$ cat config.mk
export PLATFORM = sky130hd
export DESIGN_NAME = ezq_cordic
export DESIGN_NICKNAME = d
export VERILOG_FILES = /design/src/hw/rtl/ezq_pkg.sv /design/src/hw/rtl/ezq_cordic.sv
export SDC_FILE = /design/constraint.sdc
export NUM_CORES = 2
export LEC_CHECK = 0
export ABC_AREA = 0
export ABC_CLOCK_PERIOD_IN_PS = 13600
export BUFFER_PORTS_ARGS = -buffer_cell sky130_fd_sc_hd__buf_2
export CAP_MARGIN = 20
export CELL_PAD_IN_SITES_DETAIL_PLACEMENT = 2
export CELL_PAD_IN_SITES_GLOBAL_PLACEMENT = 2
export CORE_UTILIZATION = 46
export CTS_CLUSTER_DIAMETER = 60
export DETAILED_ROUTE_END_ITERATION = 12
export GPL_ROUTABILITY_DRIVEN = 0
export PLACE_DENSITY_LB_ADDON = 0.25
export SYNTH_ARGS = -nofsm -noshare
export SYNTH_HDL_FRONTEND = slang
export SYNTH_SLANG_ARGS = --single-unit
$ cat constraint.sdc
create_clock -name clk -period 13.6 [get_ports clk]
set_clock_uncertainty 0.05 [all_clocks]
set_input_delay 0.68 -clock clk [delete_from_list [all_inputs] [get_ports clk]]
set_output_delay 0.68 -clock clk [all_outputs]
set_load 0.01 [all_outputs]
$ cat src/hw/rtl/ezq_pkg.sv
// Package: shared types and constants for the Euler ZYX to quaternion core.
package ezq_pkg;

	localparam int XY_WIDTH = 32;
	localparam int Z_WIDTH  = 34;

	typedef logic signed [XY_WIDTH-1:0] xy_t;
	typedef logic signed [Z_WIDTH-1:0]  zres_t;
	typedef logic signed [63:0]         q60_t;

	localparam xy_t CORDIC_GAIN = xy_t'(652032874);

	// arctan(2^-i), pi = 2^31
	function automatic zres_t atan_step(input int unsigned i);
		zres_t r;
		case (i)
			0:  r = zres_t'(536870912);
			1:  r = zres_t'(316933406);
			2:  r = zres_t'(167458907);
			3:  r = zres_t'(85004756);
			4:  r = zres_t'(42667331);
			5:  r = zres_t'(21354465);
			6:  r = zres_t'(10679838);
			7:  r = zres_t'(5340245);
			8:  r = zres_t'(2670163);
			9:  r = zres_t'(1335087);
			10: r = zres_t'(667544);
			11: r = zres_t'(333772);
			12: r = zres_t'(166886);
			13: r = zres_t'(83443);
			14: r = zres_t'(41722);
			15: r = zres_t'(20861);
			16: r = zres_t'(10430);
			17: r = zres_t'(5215);
			18: r = zres_t'(2608);
			19: r = zres_t'(1304);
			20: r = zres_t'(652);
			21: r = zres_t'(326);
			22: r = zres_t'(163);
			23: r = zres_t'(81);
			24: r = zres_t'(41);
			25: r = zres_t'(20);
			26: r = zres_t'(10);
			27: r = zres_t'(5);
			28: r = zres_t'(3);
			29: r = zres_t'(1);
			30: r = zres_t'(1);
			default: r = zres_t'(0);
		endcase
		return r;
	endfunction

endpackage

$ cat src/hw/rtl/ezq_cordic.sv
// Pipelined rotation-mode CORDIC giving sine and cosine of half a binary angle.
module ezq_cordic #(
	parameter int ANGLE_WIDTH   = 16,
	parameter int CORDIC_STAGES = 16
) (
	input  logic                     clk,
	input  logic [CORDIC_STAGES-1:0] en,
	input  logic [ANGLE_WIDTH-1:0]   angle,
	output ezq_pkg::xy_t             sin_v,
	output ezq_pkg::xy_t             cos_v
);

	ezq_pkg::xy_t   x_s [CORDIC_STAGES];
	ezq_pkg::xy_t   y_s [CORDIC_STAGES];
	ezq_pkg::zres_t z_s [CORDIC_STAGES];
	ezq_pkg::zres_t a_ext;
	ezq_pkg::zres_t z_in;

	assign a_ext = ezq_pkg::zres_t'($signed(angle));

	generate
		if (ANGLE_WIDTH <= 31) begin : g_scale
			assign z_in = a_ext <<< (31 - ANGLE_WIDTH);
		end else begin : g_half
			assign z_in = a_ext >>> 1;
		end
	endgenerate

	genvar i;
	generate
		for (i = 0; i < CORDIC_STAGES; i++) begin : g_stage
			ezq_pkg::xy_t   xp;
			ezq_pkg::xy_t   yp;
			ezq_pkg::zres_t zp;
			if (i == 0) begin : g_first
				assign xp = ezq_pkg::CORDIC_GAIN;
				assign yp = '0;
				assign zp = z_in;
			end else begin : g_next
				assign xp = x_s[i-1];
				assign yp = y_s[i-1];
				assign zp = z_s[i-1];
			end
			always_ff @(posedge clk) begin
				if (en[i]) begin
					if (!zp[ezq_pkg::Z_WIDTH-1]) begin
						x_s[i] <= xp - (yp >>> i);
						y_s[i] <= yp + (xp >>> i);
						z_s[i] <= zp - ezq_pkg::atan_step(i);
					end else begin
						x_s[i] <= xp + (yp >>> i);
						y_s[i] <= yp - (xp >>> i);
						z_s[i] <= zp + ezq_pkg::atan_step(i);
					end
				end
			end
		end
	endgenerate

	assign sin_v = y_s[CORDIC_STAGES-1];
	assign cos_v = x_s[CORDIC_STAGES-1];

endmodule

==> results.md <==
- Status: finished, final reports clean
- Core Footprint: ~250000 um2
- Syn_area_per_cell: about 9.6 um2
- Clock root cell: clkbuf_16
- Final hold violations: 0
- Number of max-cap violations: 0
- Placed instance area: 122700 um2
- FF-to-FF Start: z_s[0][237]$_DFFE_PP_
- Max Clk Rate: about 150 MHz
- Die width: between 500 and 600 um
- Worst Hold Class: primary input to flop
- RSZ-0062 raised after global routing: false
- FP Rows: ~190
- Seq cells post-synth: 1371
- Via density: about 6.6
- TritonCTS buffer count: 197
- Die Y: slightly above 500 um
- Cell variety after synth: 92
- Mapped Cells: approximately 12000
- CP Launch Point: z_s[0][237]$_DFFE_PP_
- Cell mode on critical path: buf_4
- Rel. slew slack: 0.2216
- Fin Setup TNS: 0 ns
- Vias in the first global route: ~120k
- CP top delay family: compound AO/OA/AOI/OAI gates
- Slew at the pin closest to its max-slew limit: roughly 1.2 ns
- Buffers on Ports: 96
- Later-pin clock latency in the skew report: approximately 0.96 ns
- Grt ovf: 0
- Biggest cell delay along the critical path: between 0.7 and 0.8 ns
- Design area: approximately 130000 um2
- P&R area growth vs syn: 9.219%
- WL met2: 245.1 mm
- Highest routed metal layer: met5
- Setup CP Type: flop to flop
- CP endpoint kind: flop
- Residual DRC: 0
- Worst-case clock buffer depth: 4
- Synth warn: 0
- Initial antenna violation count: 14
- Pins over their slew limit: 0
- DIE AREA: roughly 260000 um2
- Final Cycle Share: 0.4790
- Hold Crit Start: en[12]
- Ys flop type: edfxtp_1
- Sequential area share after synthesis: 0.3481
- Layout cells sized above 1: 0.04971
- Final #Nets: 14056
- Setup violators final: 0
- Clk slew on worst S/H paths: ~0.06 ns
- Pin count of the biggest net entering global routing: between 70 and 80
- CP arrival: roughly 7.1 ns
- Async SR Flop Fraction: 0
- Number of synthesized flops with an enable pin: roughly 1400
- Startpoint types: flop
- # IOs: 97
- Fin crit period: roughly 6.5 ns
- Htree depth: 4
- Total buffers and inverters traversed by the critical path: 3
- Met1 WL: 184.8 mm
- CP max stage cell: clkinv_1
- Mapped cell area: around 120000 um2
- # clock sinks: 1371
- Post-CTS setup buffers: 0
- Crit-path max FO: 46
- GRT Resource Usage Total: 0.3620
- First-pass GRT wire length: around 740 mm
- Fill count: around 26000
- Commonest non-fill, non-tap cell in the layout: ha_1
- Synthesized net count: between 10000 and 15000
- Placed insts: 15714
- TritonCTS clock tree: done
- Crit path cell chain: nand2_2 > buf_4 > clkinv_1 > buf_4 > nor2_1 > xor2_1 > ha_1 > a21o_1 > a21oi_1 > o21bai_1 > a211oi_1 > nor3b_1 > o41a_1 > a31o_2 > o41ai_1 > mux2i_1 > nand3_1
- Most frequent cells in the layout: ha_1, edfxtp_1, a21oi_1
- Starting Density: 0.4640
- Total Wirelength: roughly 480 mm
- DR iter-0 viols: 7781
- CTS resizes: 0
- 1st-pass router iterations: 5
- Post-detailed-placement half-perimeter wirelength: 330.5 mm
- Routed wire per std cell: between 20 and 30 um
- Worst path required time: around 14 ns
- Detail Route Antenna Nets: 0
- Final std cells w/o fill: approximately 16000
- DR vias: 105734
- Met3 WL: 22.78 mm
## through the flow
step	setup slack (ns)	util	hold slack (ns)
2_1_floorplan	8.683	-	0.3503
3_3_place_gp	7.231	0.4815	0.3585
3_5_place_dp	6.858	0.4816	0.3747
4_1_cts	7.257	0.5067	0.1011
5_1_grt	6.921	0.5068	0.1363
6_report	7.086	0.5068	0.1321
## synthesized netlist by cell type, types with 36 or more instances
cell type / number / area share
a21o_1: 609 / 0.039
nand4_1: 113 / 0.0060
nor3_1: 342 / 0.014
or3_1: 89 / 0.0047
clkbuf_1: 154 / 0.0049
nand2_1: 730 / 0.023
mux2i_1: 63 / 0.0053
nand3_1: 210 / 0.0089
ha_1: 1412 / 0.15
fa_1: 43 / 0.0073
xnor2_1: 1106 / 0.082
nor2_1: 1014 / 0.032
nor4_1: 67 / 0.0035
nor2b_1: 142 / 0.0075
a21oi_1: 1199 / 0.051
or4_1: 52 / 0.0033
a21boi_0: 46 / 0.0029
o211ai_1: 71 / 0.0045
a211oi_1: 116 / 0.0074
o21a_1: 208 / 0.013
o21bai_1: 166 / 0.011
edfxtp_1: 1371 / 0.35
nand2b_1: 200 / 0.011
o41ai_1: 59 / 0.0044
and2_1: 71 / 0.0038
and3_1: 112 / 0.0059
mux2_2: 47 / 0.0045
a211o_1: 40 / 0.0030
a31oi_1: 137 / 0.0072
o31ai_1: 125 / 0.0079
o21ai_0: 677 / 0.029
or2_2: 55 / 0.0029
inv_1: 476 / 0.015
nand3b_1: 36 / 0.0023
xor2_1: 565 / 0.042
## final timing paths
check | endpoint | slack [ns] | cells after the start
worst min register to register | z_s[1][69]$_DFFE_PP_ | 0.38 | 0
worst max-delay path | x_s[0][254]$_DFFE_PP_ | 7.09 | 17
worst max register to register | x_s[0][254]$_DFFE_PP_ | 7.09 | 17
worst min-delay path | z_s[1][168]$_DFFE_PP_ | 0.13 | 1
## metal layers
layer	GRT usage	vias to the layer above
met3	0.04752	1574
met5	0	-
met1	0.4079	53870
met2	0.6605	3715
li1	-	46557
met4	0.1911	18
## flip-flops by register name (all words and copies together), names as in the netlist
signal,count
y_s,481
x_s,456
z_s,434
## area by class of cell
| class | instances | area [um2] | area share |
|---|---|---|---|
| well taps | 3366 | 4212 | 0.03261 |
| clock buffers | 222 | 5087 | 0.03939 |
| diodes | 2 | 5.005 | 0.00003875 |
| repair buffers | 172 | 1114 | 0.008621 |
| clock inverters | 124 | 1151 | 0.008912 |
| multi-input cells | 10342 | 74610 | 0.5776 |
| inverters | 484 | 1817 | 0.01407 |
| flip-flops and latches | 1371 | 41170 | 0.3187 |
## cells by family (layout without fill, tap and decap cells)
logic type,Yosys count,after routing,synth area share
AO/OA/AOI/OAI,3778,3778,0.2041
AND/OR/NAND/NOR,3326,3326,0.1360
XOR/XNOR,1673,1673,0.1241
adder cells (fa/ha/maj),1455,1455,0.1567
flip-flops,1371,1371,0.3481
buffers and inverters,667,1002,0.02119
multiplexers,110,110,0.009808
other,0,2,0
## what timing repair did
| item | CTS | global route |
|---|---|---|
| hold buffers | 17 | 0 |
| endpoints found under the setup margin | 0 | 0 |
| endpoints found under the hold margin | 25 | 0 |
Power is not shown: default switching activity piles up to over one toggle a cycle in this logic, so the estimate is an artifact.
